## config.mk

```make
export PLATFORM = sky130hd
export DESIGN_NAME = status_led_pattern_generator_flat
export DESIGN_NICKNAME = d
export VERILOG_FILES = /design/src/design/slpg_pkg.sv /design/src/design/slpg_if.sv /design/src/design/slpg_step.sv /design/src/design/status_led_pattern_generator.sv /design/src/flat_wrapper.sv
export SDC_FILE = /design/constraint.sdc
export NUM_CORES = 1
export LEC_CHECK = 0
export ABC_AREA = 1
export BUFFER_PORTS_ARGS = -buffer_cell sky130_fd_sc_hd__buf_2
export CAP_MARGIN = 20
export CORE_UTILIZATION = 40
export CTS_CLUSTER_DIAMETER = 30
export DETAILED_ROUTE_END_ITERATION = 7
export GPL_TIMING_DRIVEN = 1
export PLACE_DENSITY = 0.55
export SYNTH_ARGS = -nofsm -noshare
export SYNTH_HDL_FRONTEND = slang
export SYNTH_SLANG_ARGS = --single-unit
export TNS_END_PERCENT = 100
```

## constraint.sdc

```tcl
create_clock -name i_clk -period 5.55 [get_ports i_clk]
set_input_delay 0.555 -clock i_clk [delete_from_list [all_inputs] [get_ports i_clk]]
set_output_delay 0.555 -clock i_clk [all_outputs]
set_load 0.02 [all_outputs]
```

## src/design/slpg_pkg.sv

```systemverilog
// Shared constants, register codes and config type for the status LED pattern generator.
`timescale 1ns / 1ps
`default_nettype none
package slpg_pkg;

    localparam int DEF_TIMER_WIDTH = 32;
    localparam int TICKS_W         = 16;
    localparam int TIME_W          = 24;
    localparam int BURST_W         = 5;
    localparam int MODE_W          = 3;
    localparam int CFG_IDX_W       = 3;
    localparam int CFG_DATA_W      = 24;

    localparam logic [MODE_W-1:0] MODE_STOP  = 3'd0;
    localparam logic [MODE_W-1:0] MODE_STILL = 3'd1;
    localparam logic [MODE_W-1:0] MODE_BLINK = 3'd2;
    localparam logic [MODE_W-1:0] MODE_COUNT = 3'd3;
    localparam logic [MODE_W-1:0] MODE_FLASH = 3'd4;

    localparam logic [CFG_IDX_W-1:0] REG_MODE   = 3'd0;
    localparam logic [CFG_IDX_W-1:0] REG_STILL  = 3'd1;
    localparam logic [CFG_IDX_W-1:0] REG_ON     = 3'd2;
    localparam logic [CFG_IDX_W-1:0] REG_OFF    = 3'd3;
    localparam logic [CFG_IDX_W-1:0] REG_PAUSE  = 3'd4;
    localparam logic [CFG_IDX_W-1:0] REG_BURST  = 3'd5;
    localparam logic [CFG_IDX_W-1:0] REG_INVERT = 3'd6;

    localparam logic [BURST_W-1:0] BURST_MIN = 5'd1;
    localparam logic [BURST_W-1:0] BURST_MAX = 5'd20;

    typedef struct packed {
        logic [MODE_W-1:0]  mode;
        logic               still_level;
        logic [TIME_W-1:0]  on_ticks;
        logic [TIME_W-1:0]  off_ticks;
        logic [TIME_W-1:0]  pause_ticks;
        logic [BURST_W-1:0] burst;
        logic               invert;
    } t_cfg;

    function automatic logic [BURST_W-1:0] clamp_burst(input logic [BURST_W-1:0] b);
        logic [BURST_W-1:0] r;
        r = b;
        if (b < BURST_MIN) begin
            r = BURST_MIN;
        end else if (b > BURST_MAX) begin
            r = BURST_MAX;
        end
        return r;
    endfunction

endpackage
`default_nettype wire

```

## src/design/slpg_if.sv

```systemverilog
// Handshake interfaces for the tick input, the LED result and the config write channel.
`timescale 1ns / 1ps
`default_nettype none
interface slpg_in_if;
    logic                        valid;
    logic                        ready;
    logic [slpg_pkg::TICKS_W-1:0] elapsed_ticks;

    modport source (output valid, output elapsed_ticks, input ready);
    modport sink   (input valid, input elapsed_ticks, output ready);
endinterface

interface slpg_out_if;
    logic valid;
    logic ready;
    logic led_level;
    logic level_changed;

    modport source (output valid, output led_level, output level_changed, input ready);
    modport sink   (input valid, input led_level, input level_changed, output ready);
endinterface

interface slpg_cfg_if;
    logic                           valid;
    logic                           ready;
    logic [slpg_pkg::CFG_IDX_W-1:0]  index;
    logic [slpg_pkg::CFG_DATA_W-1:0] data;

    modport source (output valid, output index, output data, input ready);
    modport sink   (input valid, input index, input data, output ready);
endinterface
`default_nettype wire

```

## src/design/slpg_step.sv

```systemverilog
// Next-state logic of the pattern: saturating tick add and the per-mode update.
`timescale 1ns / 1ps
`default_nettype none
module slpg_step #(
    parameter int TIMER_WIDTH = slpg_pkg::DEF_TIMER_WIDTH
) (
    input  slpg_pkg::t_cfg                    i_cfg,
    input  logic [TIMER_WIDTH-1:0]            i_tick,
    input  logic [slpg_pkg::BURST_W-1:0]      i_remaining,
    input  logic                              i_led,
    input  logic [slpg_pkg::TICKS_W-1:0]      i_ticks,
    output logic [TIMER_WIDTH-1:0]            o_tick,
    output logic [slpg_pkg::BURST_W-1:0]      o_remaining,
    output logic                              o_led
);
    // compare width covers both the timer and the on+off sum
    localparam int CW = (TIMER_WIDTH > slpg_pkg::TIME_W + 1) ? TIMER_WIDTH
                                                              : slpg_pkg::TIME_W + 1;
    localparam logic [slpg_pkg::BURST_W-1:0] ONE_BLINK =
        {{(slpg_pkg::BURST_W-1){1'b0}}, 1'b1};

    logic [TIMER_WIDTH:0]           sum;
    logic [TIMER_WIDTH-1:0]         tick_sat;
    logic [CW-1:0]                  tick_x;
    logic [CW-1:0]                  period;
    logic [CW-1:0]                  on_x;
    logic [CW-1:0]                  pause_x;
    logic                           past_period;
    logic                           before_on;
    logic                           past_pause;
    logic                           on_nonzero;
    logic                           reload;
    logic                           waiting;
    logic                           period_hit;
    logic                           on_hit;
    logic [slpg_pkg::BURST_W-1:0]   rem_eff;

    assign sum      = {1'b0, i_tick} + (TIMER_WIDTH + 1)'(i_ticks);
    assign tick_sat = sum[TIMER_WIDTH] ? '1 : sum[TIMER_WIDTH-1:0];

    assign tick_x  = CW'(tick_sat);
    assign period  = CW'(i_cfg.on_ticks) + CW'(i_cfg.off_ticks);
    assign on_x    = CW'(i_cfg.on_ticks);
    assign pause_x = CW'(i_cfg.pause_ticks);

    assign past_period = tick_x >= period;
    assign before_on   = tick_x < on_x;
    assign past_pause  = tick_x >= pause_x;
    assign on_nonzero  = (i_cfg.on_ticks != '0);

    // end of pause: the counter restarts from zero, so compare zero instead
    assign reload     = (i_remaining == '0) && past_pause;
    assign waiting    = (i_remaining == '0) && !past_pause;
    assign period_hit = reload ? (period == '0) : past_period;
    assign on_hit     = reload ? on_nonzero : before_on;
    assign rem_eff    = reload ? i_cfg.burst : i_remaining;

    always_comb begin
        o_tick      = tick_sat;
        o_remaining = i_remaining;
        o_led       = i_led;
        case (i_cfg.mode)
            slpg_pkg::MODE_STILL: begin
                o_led = i_cfg.still_level;
            end
            slpg_pkg::MODE_BLINK: begin
                if (past_period) begin
                    o_tick = '0;
                    o_led  = on_nonzero;
                end else begin
                    o_led = before_on;
                end
            end
            slpg_pkg::MODE_COUNT: begin
                if (!waiting) begin
                    if (period_hit) begin
                        // end of a blink period: hold the level, count it down
                        o_tick      = '0;
                        o_remaining = (rem_eff != '0) ? rem_eff - ONE_BLINK : rem_eff;
                    end else begin
                        if (reload) begin
                            o_tick = '0;
                        end
                        o_remaining = rem_eff;
                        o_led       = on_hit;
                    end
                end
            end
            slpg_pkg::MODE_FLASH: begin
                o_led = before_on;
            end
            default: begin
                // stop and unused codes hold the level
                o_led = i_led;
            end
        endcase
    end

endmodule
`default_nettype wire

```

## src/design/status_led_pattern_generator.sv

```systemverilog
// Top level of the status LED pattern generator: config registers, input and result stages.
//
// Each input transfer carries the ticks elapsed since the previous one; the block adds
// them to a saturating TIMER_WIDTH-bit counter, advances the selected pattern (stop,
// still, blink, count, flash) and returns one result: the pin level after optional
// inversion and a flag that marks a change of the internal LED state. An item passes
// through the input register and then the result register, and a new item is taken
// every cycle unless the result register is full and stalled by its sink; the pattern
// state updates in one pass of a TIMER_WIDTH-bit add followed by compares against
// on, on+off and pause. Writing any of the seven config registers restarts the
// pattern (counter cleared, LED off, blink count reloaded); the config channel is
// always ready and is meant to be used only while no item is in flight.
`timescale 1ns / 1ps
`default_nettype none
module status_led_pattern_generator #(
    parameter int TIMER_WIDTH = slpg_pkg::DEF_TIMER_WIDTH
) (
    input  wire logic    i_clk,
    input  wire logic    i_rst_n,
    slpg_in_if.sink      i_in,
    slpg_out_if.source   o_out,
    slpg_cfg_if.sink     i_cfg
);
    slpg_pkg::t_cfg                 r_cfg;
    slpg_pkg::t_cfg                 n_cfg;
    logic [TIMER_WIDTH-1:0]         r_tick;
    logic [TIMER_WIDTH-1:0]         n_tick;
    logic [slpg_pkg::BURST_W-1:0]   r_remaining;
    logic [slpg_pkg::BURST_W-1:0]   n_remaining;
    logic                           r_led;
    logic                           n_led;
    logic                           r_in_valid;
    logic [slpg_pkg::TICKS_W-1:0]   r_in_ticks;
    logic                           r_out_valid;
    logic                           r_out_level;
    logic                           r_out_changed;

    logic [TIMER_WIDTH-1:0]         step_tick;
    logic [slpg_pkg::BURST_W-1:0]   step_remaining;
    logic                           step_led;
    logic                           cfg_write;
    logic                           cfg_known;
    logic                           advance;
    logic                           compute;

    assign i_cfg.ready = 1'b1;
    assign cfg_write   = i_cfg.valid && i_cfg.ready;

    assign advance    = !r_out_valid || o_out.ready;
    assign compute    = r_in_valid && advance;
    assign i_in.ready = !r_in_valid || advance;

    slpg_step #(
        .TIMER_WIDTH (TIMER_WIDTH)
    ) u_step (
        .i_cfg       (r_cfg),
        .i_tick      (r_tick),
        .i_remaining (r_remaining),
        .i_led       (r_led),
        .i_ticks     (r_in_ticks),
        .o_tick      (step_tick),
        .o_remaining (step_remaining),
        .o_led       (step_led)
    );

    always_comb begin
        n_cfg     = r_cfg;
        cfg_known = 1'b1;
        case (i_cfg.index)
            slpg_pkg::REG_MODE:   n_cfg.mode        = i_cfg.data[slpg_pkg::MODE_W-1:0];
            slpg_pkg::REG_STILL:  n_cfg.still_level = i_cfg.data[0];
            slpg_pkg::REG_ON:     n_cfg.on_ticks    = i_cfg.data[slpg_pkg::TIME_W-1:0];
            slpg_pkg::REG_OFF:    n_cfg.off_ticks   = i_cfg.data[slpg_pkg::TIME_W-1:0];
            slpg_pkg::REG_PAUSE:  n_cfg.pause_ticks = i_cfg.data[slpg_pkg::TIME_W-1:0];
            slpg_pkg::REG_BURST:  n_cfg.burst       =
                slpg_pkg::clamp_burst(i_cfg.data[slpg_pkg::BURST_W-1:0]);
            slpg_pkg::REG_INVERT: n_cfg.invert      = i_cfg.data[0];
            default:              cfg_known         = 1'b0;
        endcase
    end

    always_comb begin
        n_tick      = r_tick;
        n_remaining = r_remaining;
        n_led       = r_led;
        if (cfg_write && cfg_known) begin
            // restart the pattern
            n_tick      = '0;
            n_remaining = n_cfg.burst;
            n_led       = 1'b0;
        end else if (compute) begin
            n_tick      = step_tick;
            n_remaining = step_remaining;
            n_led       = step_led;
        end
    end

    always_ff @(posedge i_clk) begin
        if (!i_rst_n) begin
            r_cfg       <= '{mode: slpg_pkg::MODE_STOP, still_level: 1'b0, on_ticks: '0,
                             off_ticks: '0, pause_ticks: '0, burst: slpg_pkg::BURST_MIN,
                             invert: 1'b0};
            r_tick      <= '0;
            r_remaining <= slpg_pkg::BURST_MIN;
            r_led       <= 1'b0;
            r_in_valid  <= 1'b0;
            r_out_valid <= 1'b0;
        end else begin
            if (cfg_write && cfg_known) begin
                r_cfg <= n_cfg;
            end
            r_tick      <= n_tick;
            r_remaining <= n_remaining;
            r_led       <= n_led;
            if (i_in.ready) begin
                r_in_valid <= i_in.valid;
            end
            if (advance) begin
                r_out_valid <= r_in_valid;
            end
        end
    end

    always_ff @(posedge i_clk) begin
        if (i_in.ready) begin
            r_in_ticks <= i_in.elapsed_ticks;
        end
        if (compute) begin
            r_out_level   <= step_led ^ r_cfg.invert;
            r_out_changed <= step_led != r_led;
        end
    end

    assign o_out.valid         = r_out_valid;
    assign o_out.led_level     = r_out_level;
    assign o_out.level_changed = r_out_changed;

endmodule
`default_nettype wire

```

## src/flat_wrapper.sv

```systemverilog
// flat-port wrapper written by rule: the top's interface ports become plain ports
module status_led_pattern_generator_flat 
#(
    parameter int TIMER_WIDTH = slpg_pkg::DEF_TIMER_WIDTH
)
  (i_clk, i_rst_n, i_in_valid, i_in_elapsed_ticks, i_in_ready, o_out_valid, o_out_led_level, o_out_level_changed, o_out_ready, i_cfg_valid, i_cfg_index, i_cfg_data, i_cfg_ready);
  slpg_in_if i_in_i ();
  slpg_out_if o_out_i ();
  slpg_cfg_if i_cfg_i ();
  input  wire logic i_clk;
  input  wire logic i_rst_n;
  input wire logic [$bits(i_in_i.valid)-1:0] i_in_valid;
  input wire logic [$bits(i_in_i.elapsed_ticks)-1:0] i_in_elapsed_ticks;
  output wire logic [$bits(i_in_i.ready)-1:0] i_in_ready;
  output wire logic [$bits(o_out_i.valid)-1:0] o_out_valid;
  output wire logic [$bits(o_out_i.led_level)-1:0] o_out_led_level;
  output wire logic [$bits(o_out_i.level_changed)-1:0] o_out_level_changed;
  input wire logic [$bits(o_out_i.ready)-1:0] o_out_ready;
  input wire logic [$bits(i_cfg_i.valid)-1:0] i_cfg_valid;
  input wire logic [$bits(i_cfg_i.index)-1:0] i_cfg_index;
  input wire logic [$bits(i_cfg_i.data)-1:0] i_cfg_data;
  output wire logic [$bits(i_cfg_i.ready)-1:0] i_cfg_ready;
  assign i_in_i.valid = i_in_valid;
  assign i_in_i.elapsed_ticks = i_in_elapsed_ticks;
  assign i_in_ready = i_in_i.ready;
  assign o_out_valid = o_out_i.valid;
  assign o_out_led_level = o_out_i.led_level;
  assign o_out_level_changed = o_out_i.level_changed;
  assign o_out_i.ready = o_out_ready;
  assign i_cfg_i.valid = i_cfg_valid;
  assign i_cfg_i.index = i_cfg_index;
  assign i_cfg_i.data = i_cfg_data;
  assign i_cfg_ready = i_cfg_i.ready;
  status_led_pattern_generator #(.TIMER_WIDTH(TIMER_WIDTH)) u_core (.i_clk(i_clk), .i_rst_n(i_rst_n), .i_in(i_in_i), .o_out(o_out_i), .i_cfg(i_cfg_i));
endmodule
```

==> Word level (Yosys, flattened, before mapping) <==
Cells that the tools add are included.
{ "classes": {"add_sub_neg": 3, "magnitude_cmp": 5, "n_eq_ne": 12, "muxes": 23, "bitwise_logic": 2, "reduce_logical": 25} }
{ "ops": {"columns": ["cell", "n"], "rows": [
  ["$mux W32", 5],
  ["$pmux W32 S2", 1],
  ["$mux W5", 10],
  ["$add A32 B16 Y33", 1],
  ["$ge A32 B24 Y1", 1],
  ["$ge A32 B25 Y1", 1],
  ["$logic_not A32 Y1", 1],
  ["$lt A32 B24 Y1", 1],
  ["$add A24 B24 Y25", 1],
  ["$reduce_bool A24 Y1", 1],
  ["$eq A3 B2 Y1 const B", 4],
  ["$eq A3 B3 Y1 const B", 4],
  ["$reduce_and A2 Y1", 6],
  ["$reduce_or A7 Y1", 1],
  ["$eq A3 B1 Y1 const B", 2],
  ["$mux W1", 6],
  ["$gt A5 B5 Y1 const B", 1],
  ["$logic_not A5 Y1", 1],
  ["$lt A5 B1 Y1 const B", 1],
  ["$reduce_bool A5 Y1", 1],
  ["$sub A5 B1 Y5 const B", 1],
  ["$logic_and A1 B1 Y1", 4],
  ["$pmux W1 S4", 1],
  ["$reduce_bool A2 Y1", 2],
  ["other kinds (9)", 12]
]} }
{ "totals": {"regBits": 140, "inputBits": 48} }

==> Longest topological paths before layout <==
Gate-level depths: netlist (run 1).
{ "logic_depth": {"word_depth": 12, "mapped_depth": 35} }

==> Cells and area by module <==
A second synthesis (run 1) with hierarchy kept.
{ "unflattened": {"cells_unflattened": 1713, "hier_area_um2": 11021.8} }
{ "by_module_without_submodules": {"columns": ["mod", "n_inst", "cells_per_inst", "area_per_inst_um2", "seq_area_each_um2"], "rows": [
  ["slpg_step", 1, 1129, 6035.8, 0.0],
  ["status_led_pattern_generator", 1, 584, 4986.0, 2982.9]
]} }

==> Worst setup path after synthesis (run 1) <==
OpenSTA, ideal clock, no wires.
{ "synth_path": {"kind": "reg-to-reg", "from": "reg u_core.r_in_ticks[0] (netlist name)", "to": "reg u_core.r_out_changed (netlist: u_core.o_out.level_changed) (data pin)", "setup_time_ps": 252, "arrival_time_ps": 3960, "t_required_ps": 5298, "slack_ps": 1338, "path_stages_with_launch": 32, "n_path_buf": 2, "synth_period_minus_slack_ps": 4212, "path_cell_list": "edfxtp_1 -> ha_1 -> fa_1 -> nand2_1 -> nand2_1 -> nand3_1 -> nand2_2 -> nand2_2 -> nand2_4 -> nand2_2 -> buf_6 -> clkbuf_1 -> nand3_1 -> ha_1 -> nand2_1 -> nor2_1 -> a211oi_1 -> o221ai_1 -> nor3_4 -> nand2_4 -> nand2_8 -> inv_2 -> nand2_1 -> nand2_2 -> nand2_1 -> nand2_1 -> nand3_1 -> nand2_1 -> inv_2 -> nand2_1 -> nand2_1 -> nand2_1"} }
{ "synth_via": {"elab_chain_len": 9, "elab_cells_between_ends": 15, "classes_between": "1 x add/sub; 3 x order compare; 1 x eq/ne; 7 x mux; 3 x reduce/logical"} }
{ "synth_rtl": {"columns": ["element", "line", "rtl"], "rows": [
  ["start: declaration", "status_led_pattern_generator.sv:33", "logic [slpg_pkg::TICKS_W-1:0] r_in_ticks;"],
  ["start signal: assignment", "status_led_pattern_generator.sv:126", "r_in_ticks <= i_in.elapsed_ticks;"],
  ["$add A32 B16 Y33 (*)", "slpg_step.sv:38", "assign sum = {1'b0, i_tick} + (TIMER_WIDTH + 1)'(i_ticks);"],
  ["$mux W32 (*)", "slpg_step.sv:39", "assign tick_sat = sum[TIMER_WIDTH] ? '1 : sum[TIMER_WIDTH-1:0];"],
  ["$ge A32 B24 Y1", "slpg_step.sv:48", "assign past_pause = tick_x >= pause_x;"],
  ["$logic_and A1 B1 Y1", "slpg_step.sv:52", "assign reload = (i_remaining == '0) && past_pause;"],
  ["$mux W1 (on tied branches)", "slpg_step.sv:55, slpg_step.sv:54", null],
  ["$mux W1", "slpg_step.sv:76", "if (period_hit) begin"],
  ["$mux W1", "slpg_step.sv:75", "if (!waiting) begin"],
  ["$pmux W1 S4 (*)", "slpg_step.sv:62", "case (i_cfg.mode)"],
  ["$ne A1 B1 Y1 (*)", "status_led_pattern_generator.sv:130", "r_out_changed <= step_led != r_led;"],
  ["end signal: assignment", "status_led_pattern_generator.sv:130", null],
  ["end: declaration", "status_led_pattern_generator.sv:36", "logic r_out_changed;"]
]} }
Every way passes the cells marked *; elsewhere a longest branch is shown, timed or not.
A chain may end at the register's enable or synchronous reset.

==> Worst setup path in the final report (run 1) <==
{ "layout_path": {"from": "reg u_core.r_in_ticks[0] (netlist name)", "to": "reg u_core.r_tick[0]"} }
{ "layout_via": {"elab_chain_len": 8, "elab_cells_between_ends": 13, "classes_between": "1 x add/sub; 2 x order compare; 7 x mux; 3 x reduce/logical"} }
{ "layout_rtl": {"columns": ["element", "line", "rtl"], "rows": [
  ["$add A32 B16 Y33 (*)", "slpg_step.sv:38", null],
  ["$mux W32 (*)", "slpg_step.sv:39", null],
  ["$ge A32 B24 Y1", "slpg_step.sv:48", null],
  ["$logic_and A1 B1 Y1", "slpg_step.sv:52", null],
  ["$mux W32 / $mux W1 (equally long branches)", "slpg_step.sv:81, slpg_step.sv:54", null],
  ["$mux W32", "slpg_step.sv:76", null],
  ["$mux W32", "slpg_step.sv:75", null],
  ["$pmux W32 S2 (*)", "slpg_step.sv:62", null],
  ["end signal: assignment", "status_led_pattern_generator.sv:112", "r_tick <= n_tick;"],
  ["end: declaration", "status_led_pattern_generator.sv:26", "logic [TIMER_WIDTH-1:0] r_tick;"]
]} }
Marks and branches as above.

==> results of run 1 <==
sequential cells by signal, indices dropped and copies added (netlist names):
register / count
u_core.o_out.led_level: 1
u_core.r_in_ticks: 16
u_core.r_led: 1
u_core.r_remaining: 5
u_core.r_in_valid: 1
u_core.r_cfg: 82
u_core.o_out.level_changed: 1
u_core.r_tick: 32
u_core.o_out.valid: 1
power groups by stage:
stage / logic [mW] / clock network [mW] / registers (mW)
global route: 0.623 / 1.25 / 1.09
global placement: 0.536 / 0 / 1.11
CTS: 0.547 / 1.20 / 1.08
finish: 0.545 / 1.18 / 1.08
floorplan: 0.393 / 0 / 1.10
detailed placement: 0.544 / 0 / 1.11
layout by cell type (no fill, tap or decap), types with 3 or more instances in the layout:
cell type	count
nor2_2	7
xnor2_1	6
nor4_1	8
buf_4	11
nand4_1	28
nand3_1	93
nor3_2	4
o221ai_1	3
nand2_2	11
dfxtp_1	122
a21oi_2	22
inv_6	7
nand2_4	3
nor2_1	135
xor2_1	17
inv_2	9
nor3_1	20
edfxtp_1	18
o21ai_0	104
nand3b_1	5
clkinv_1	3
nand3_2	26
o21bai_1	4
inv_1	164
clkbuf_16	17
a21o_1	3
a21oi_1	151
or2_2	11
nand2_1	298
a211oi_1	8
o21ai_1	7
buf_2	51
a31oi_1	3
ha_1	110
per-layer routing:
metal,vias up,GRT usage [%],wire length (um),share of wire (%)
li1,5031,-,-,-
met1,4464,33.70,14830,51
met2,194,35.53,12610,43
met3,26,2.878,1242,4.3
met4,0,6.542,446,1.5
met5,-,0,0,0
per-stage QoR:
stage | cells | area, sq um | worst slack, ns
floorplan | 1469 | 10330 | 1.338
global placement | 1822 | 10880 | 0.8382
detailed placement | 1822 | 10880 | 0.6944
CTS | 1854 | 11470 | 0.6503
global route | 1854 | 11470 | 0.1701
finish | 1854 | 11470 | 0.6800
worst max-delay path, stage by stage, from the launching register on:
cell and delay, ns:
edfxtp_1 0.36, ha_1 0.23, fa_1 0.39, nand2_1 0.10, nand2_1 0.08, nand2_1 0.10, nor2_1 0.06, nor2_2 0.13
o21ai_1 0.15, nand2_1 0.10, nand2_1 0.11, inv_1 0.11, or2_2 0.11, nand3_1 0.18, ha_1 0.35, nand2_1 0.08
nor2_1 0.05, a211oi_1 0.21, o221ai_1 0.20, nor3_4 0.28, nand2_4 0.12, nand2_8 0.10, nand2_2 0.08, o21ai_4 0.79
nand3_1 0.16, a21oi_1 0.17
kinds of logic after synthesis:
family / synth area share (%)
AO/OA/AOI/OAI: 17.49
XOR/XNOR: 1.950
adder cells (fa/ha/maj): 13.71
buffers and inverters: 8.345
flip-flops: 28.88
other: 0.03630
AND/OR/NAND/NOR: 29.59
cell type report:
class	count	area [sq um]
fill	2640	13780
multi-input combinational	1114	6487
sequential	140	2983
inverter	176	660.6
clock buffer	18	439.2
tap	330	412.9
timing repair buffer	62	337.8
clock inverter	14	153.9
worst paths after layout:
path / start / endpoint
setup / recovery: u_core.r_in_ticks[0] / u_core.r_tick[0]
hold / removal: i_in_elapsed_ticks[6] / u_core.r_in_ticks[6]
setup reg to reg: u_core.r_in_ticks[0] / u_core.r_tick[0]
hold reg to reg: u_core.r_cfg[12] / u_core.r_cfg[12]
==> flow_metrics.py, run 1 <==
metrics = {
    "run_status": {
        "outcome": "finished, final reports clean",
    },
    "placement": {
        "gp_congestion": 0.8899,
        "port_buffers": 51,
        "dp_hpwl_um": 22520,
    },
    "floorplan": {
        "rows": 58,
        "coreArea_sq_mm": 0.02525,
        "die-height_um": 162.7,
        "die-area_sq_mm": 0.02647,
        "initial_utilization_pct": 40.90,
        "io_pins": 53,
        "fp.dieW_um": 162.7,
    },
    "route": {
        "firstDrtPassIters": 7,
        "drc": 0,
        "drtIter0Drc": 632,
        "ant_nets": 0,
        "vias_per_cell": 5.240,
        "wl_um": 29130,
        "routedWlPerCell_um": 15.71,
        "route.vias.total": 9715,
    },
    "global_route": {
        "track_usage_pct": 23.16,
        "grt_max_degree": 66,
        "grt_pass1_vias": 9094,
        "antenna_found_initial": 0,
        "grt_pass1_wl_um": 48110,
        "grt_overflow": 0,
    },
    "worst_setup_path": {
        "worstSetupStartpointType": "flip-flop",
        "r2r_cells": 25,
        "crit_arrival_ns": 5.23,
        "path_class": "reg2reg",
        "path_max_fanout": 25,
        "crit_path_end_kind": "flip-flop",
        "cp.required_ns": 5.91,
        "reg2reg_slack_ns": 0.68,
    },
    "clock_network": {
        "clock-sinks": 140,
        "root_buffer": "clkbuf_16",
        "cts_buffer_depth": 2,
        "clk_pin_slew_ns": 0.06,
        "cts_setup_buffers": 0,
        "cts_resized": 0,
        "cts-htree-levels": 4,
        "ctsHoldBuffers": 0,
        "cts_tree": "built",
        "numCtsBuffers": 17,
        "insertion_delay_ns": 0.44,
    },
    "yosys": {
        "yosys_warnings": 0,
        "synth_flop_cell": "dfxtp_1",
        "netlist.area_leader.share_pct": 23.64,
        "ys_ff_latch": 140,
        "synthTopCellsByCount": "298 x nand2_1, 164 x inv_1, 151 x a21oi_1",
        "synth_largest_area_cell": "dfxtp_1",
        "syn_inst": 1469,
        "synth-edff-count": 18,
        "synth_nets": 1629,
        "synth.avg_cell_area_sq_um": 7.032,
        "yosysUniqueCellTypes": 56,
        "async_reset_ff_share_pct": 0,
        "ys_seq_area_share_pct": 28.88,
        "yosys-top-cells-area": "dfxtp_1 24%, ha_1 13%, nand2_1 11%, a21oi_1 7.3%, inv_1 6.0%",
        "yosysMostFrequentCell": "nand2_1",
        "syn-cell-area_sq_mm": 0.01033,
    },
    "flow_run": {
        "maxCapViolCount": 0,
    },
    "timing": {
        "final-hold-violation-count": 0,
        "skew_ns": 0.01244,
        "min_period_ns": 4.870,
        "max_freq_mhz": 205.3,
        "tightest_slew_ns": 1.026,
        "slew_viol_final": 0,
        "whs_ns": 0.2984,
        "finalSetupViolations": 0,
        "setup-tns-final_ns": 0,
        "rsz0062_at_grt": "false",
        "min_period_over_period_pct": 87.75,
        "slew_headroom_pct": 31.32,
    },
    "power_and_ir_drop": {
        "power_density_mw_per_mm2": 245.1,
        "leakagePower_nw": 5.066,
        "netSwitchingFraction_pct": 31.32,
        "seqPwrFrac_pct": 38.5,
        "clock_power_share_pct": 42.1,
        "power_mw": 2.813,
        "p_sw_mw": 0.8809,
        "intPower_mw": 1.932,
        "irDropWorstVdd_uv": 179.6,
        "p_comb_share_pct": 19.4,
    },
    "min_path": {
        "min_path_cells": 1,
        "hold_path.class": "in2reg",
    },
    "finish": {
        "drive_gt1_share_pct": 12.93,
        "postLayoutCoreUtil_pct": 45.44,
        "syn_to_final_growth_pct": 11.08,
        "antenna_cells": 0,
        "fin_nets": 1671,
    },
}
Note: power is estimated with default switching activity, not from simulation.
==> run 2, diff against run 1 <==
- CTS_BUF_LIST: unset -> sky130_fd_sc_hd__clkbuf_8
- HOLD_SLACK_MARGIN: unset -> 0.08
==> run 2 against run 1 <==
Global-route usage down 0.16 points. Count of clock-buffer cells in the layout is the same. Sequential power is essentially flat. Largest power group is now registers. Critical path depth shrank 2.
==> flow_metrics.py, run 2 (synthesis results as in run 1) <==
metrics = {
    "worst_setup_path": {
        "crit_buf_inv": 1,
        "r2r_end": "u_core.r_tick[0]",
        "cp.required_ns": 5.94,
        "crit_arrival_ns": 5.32,
        "r2r-start": "u_core.r_in_ticks[0]",
        "path_class": "reg2reg",
        "crit_path_max_incr_delay_ns": 0.80,
        "critical-path-top-delay-family": "simple AND/OR/NAND/NOR gates",
        "critPathSlowestCell": "o21ai_4",
        "reg2reg_slack_ns": 0.62,
        "path_max_fanout": 25,
        "r2r_cells": 23,
        "path_cells": "ha_1 -> fa_1 -> nand2_1 -> nand2_1 -> nand3_1 -> nand2_2 -> nand2_2 -> nand2_4 -> nand2_2 -> buf_4 -> nand3_1 -> ha_1 -> nand2_1 -> nor2_1 -> a211oi_1 -> o221ai_1 -> nor3_4 -> nand2_4 -> nand2_8 -> nand2_2 -> o21ai_4 -> nand3_1 -> a21oi_1",
        "path_common_cell": "nand2_2",
        "worstSetupStartpointType": "flip-flop",
        "crit_path_end_kind": "flip-flop",
    },
    "route": {
        "route.vias.total": 9738,
        "wl_um": 29010,
        "routedWlPerCell_um": 15.65,
        "vias_per_cell": 5.252,
        "drc": 0,
        "ant_nets": 0,
        "drtIter0Drc": 673,
        "firstDrtPassIters": 5,
    },
    "power_and_ir_drop": {
        "leakagePower_nw": 4.979,
        "power_density_mw_per_mm2": 222.8,
        "power_mw": 2.514,
        "irDropWorstVdd_uv": 126.7,
        "intPower_mw": 1.668,
        "p_comb_share_pct": 21.7,
        "netSwitchingFraction_pct": 33.64,
        "clock_power_share_pct": 35.2,
        "seqPwrFrac_pct": 43.1,
        "p_sw_mw": 0.8456,
    },
    "clock_network": {
        "numCtsBuffers": 17,
        "clock-sinks": 140,
        "cts_resized": 0,
        "root_buffer": "clkbuf_8",
        "clk_pin_slew_ns": 0.09,
        "cts_buffer_depth": 2,
        "cts_tree": "built",
        "cts-htree-levels": 4,
        "cts_setup_buffers": 0,
        "insertion_delay_ns": 0.47,
        "ctsHoldBuffers": 0,
    },
    "placement": {
        "port_buffers": 51,
        "gp_congestion": 0.8899,
        "dp_hpwl_um": 22520,
        "place_area_sq_mm": 0.01088,
    },
    "global_route": {
        "globalRouteMet2Util_pct": 35.22,
        "grt_overflow": 0,
        "grt_pass1_wl_um": 47780,
        "met3_usage_pct": 3.005,
        "antenna_found_initial": 0,
        "track_usage_pct": 23.00,
        "grt_pass1_vias": 9051,
        "grt_util_met1_pct": 33.44,
        "grt.busiest_layer": "met2",
        "grt_max_degree": 66,
    },
    "finish": {
        "layout_common_cells": "298 x nand2_1, 164 x inv_1, 151 x a21oi_1, 135 x nor2_1, 122 x dfxtp_1",
        "top_regs": "u_core.r_cfg (82), u_core.r_tick (32), u_core.r_in_ticks (16)",
        "syn_to_final_growth_pct": 9.229,
        "postLayoutCoreUtil_pct": 44.68,
        "largest_reg_flops": 82,
        "final_common_cell": "nand2_1",
        "drive_gt1_share_pct": 12.93,
        "regMostFlops": "u_core.r_cfg",
        "finish.instance_area_sq_mm": 0.01128,
        "fin_nets": 1671,
        "antenna_cells": 0,
    },
    "floorplan": {
        "initial_utilization_pct": 40.90,
        "io_pins": 53,
        "die-area_sq_mm": 0.02647,
        "fp.dieW_um": 162.7,
        "rows": 58,
        "die-height_um": 162.7,
        "coreArea_sq_mm": 0.02525,
    },
    "timing": {
        "min_period_ns": 4.926,
        "skew_ns": 0.01675,
        "final-hold-violation-count": 0,
        "whs_ns": 0.2649,
        "slew_viol_final": 0,
        "min_period_over_period_pct": 88.75,
        "rsz0062_at_grt": "false",
        "slew_headroom_pct": 30.89,
        "max_freq_mhz": 203.0,
        "tightest_slew_ns": 1.033,
        "setup-tns-final_ns": 0,
        "finalSetupViolations": 0,
    },
    "run_status": {
        "outcome": "finished, final reports clean",
    },
    "min_path": {
        "min_to": "u_core.r_in_ticks[1]",
        "min_path_cells": 1,
        "hold_start": "i_in_elapsed_ticks[1]",
        "hold_path.class": "in2reg",
    },
    "flow_run": {
        "maxCapViolCount": 0,
    },
}
[run 2: cell types whose count changed in the layout (fill, tap and decap cells not counted)]
| cell | change |
|---|---|
| clkbuf_16 | -17 |
| clkbuf_8 | +17 |
[run 2: worst register-to-register path, stage by stage (launching register included)]
cell      delay, ns
edfxtp_1       0.37
ha_1           0.23
fa_1           0.39
nand2_1        0.10
nand2_1        0.08
nand3_1        0.10
nand2_2        0.08
nand2_2        0.08
nand2_4        0.08
nand2_2        0.21
buf_4          0.24
nand3_1        0.22
ha_1           0.36
nand2_1        0.09
nor2_1         0.05
a211oi_1       0.24
o221ai_1       0.21
nor3_4         0.28
nand2_4        0.12
nand2_8        0.10
nand2_2        0.08
o21ai_4        0.80
nand3_1        0.19
a21oi_1        0.17
[run 2: power groups by stage]
stage                     Sequential [mW]  Clock, mW  Combinational (mW)
after floorplan                      1.10          0               0.393
after global placement               1.11          0               0.536
after detailed placement             1.11          0               0.544
after CTS                            1.08      0.904               0.547
after global routing                 1.09      0.941               0.623
final                                1.08      0.886               0.546
[run 2: how the worst max path moves through the flow]
stage,from,end,slack (ns),depth (start not counted)
after floorplan,u_core.r_in_ticks[0],u_core.o_out.level_changed,1.34,31
after global placement,u_core.r_in_ticks[0],u_core.r_tick[0],0.84,23
after detailed placement,u_core.r_in_ticks[0],u_core.r_tick[0],0.69,23
after CTS,u_core.r_in_ticks[0],u_core.r_tick[0],0.65,23
after global routing,u_core.r_in_ticks[0],u_core.r_tick[3],0.16,25
final,u_core.r_in_ticks[0],u_core.r_tick[0],0.62,23
[run 2: layer usage]
layer	routed length [um]	vias to the layer above
li1	-	5030
met1	14730	4474
met2	12530	204
met3	1274	30
met4	481	0
met5	0	-
[run 2: layout make-up]
cell class | instances | area (sq um)
Fill cell | 2663 | 13970
Multi-Input combinational cell | 1114 | 6487
Sequential cell | 140 | 2983
Inverter | 176 | 660.6
Tap cell | 330 | 412.9
Timing Repair Buffer | 62 | 337.8
Clock buffer | 18 | 247.7
Clock inverter | 14 | 153.9
[run 2: metrics by stage]
stage | cells | worst slack, ns
2_1_floorplan | 1469 | 1.338
3_3_place_gp | 1822 | 0.8382
3_5_place_dp | 1822 | 0.6944
4_1_cts | 1854 | 0.6532
5_1_grt | 1854 | 0.1629
6_report | 1854 | 0.6243
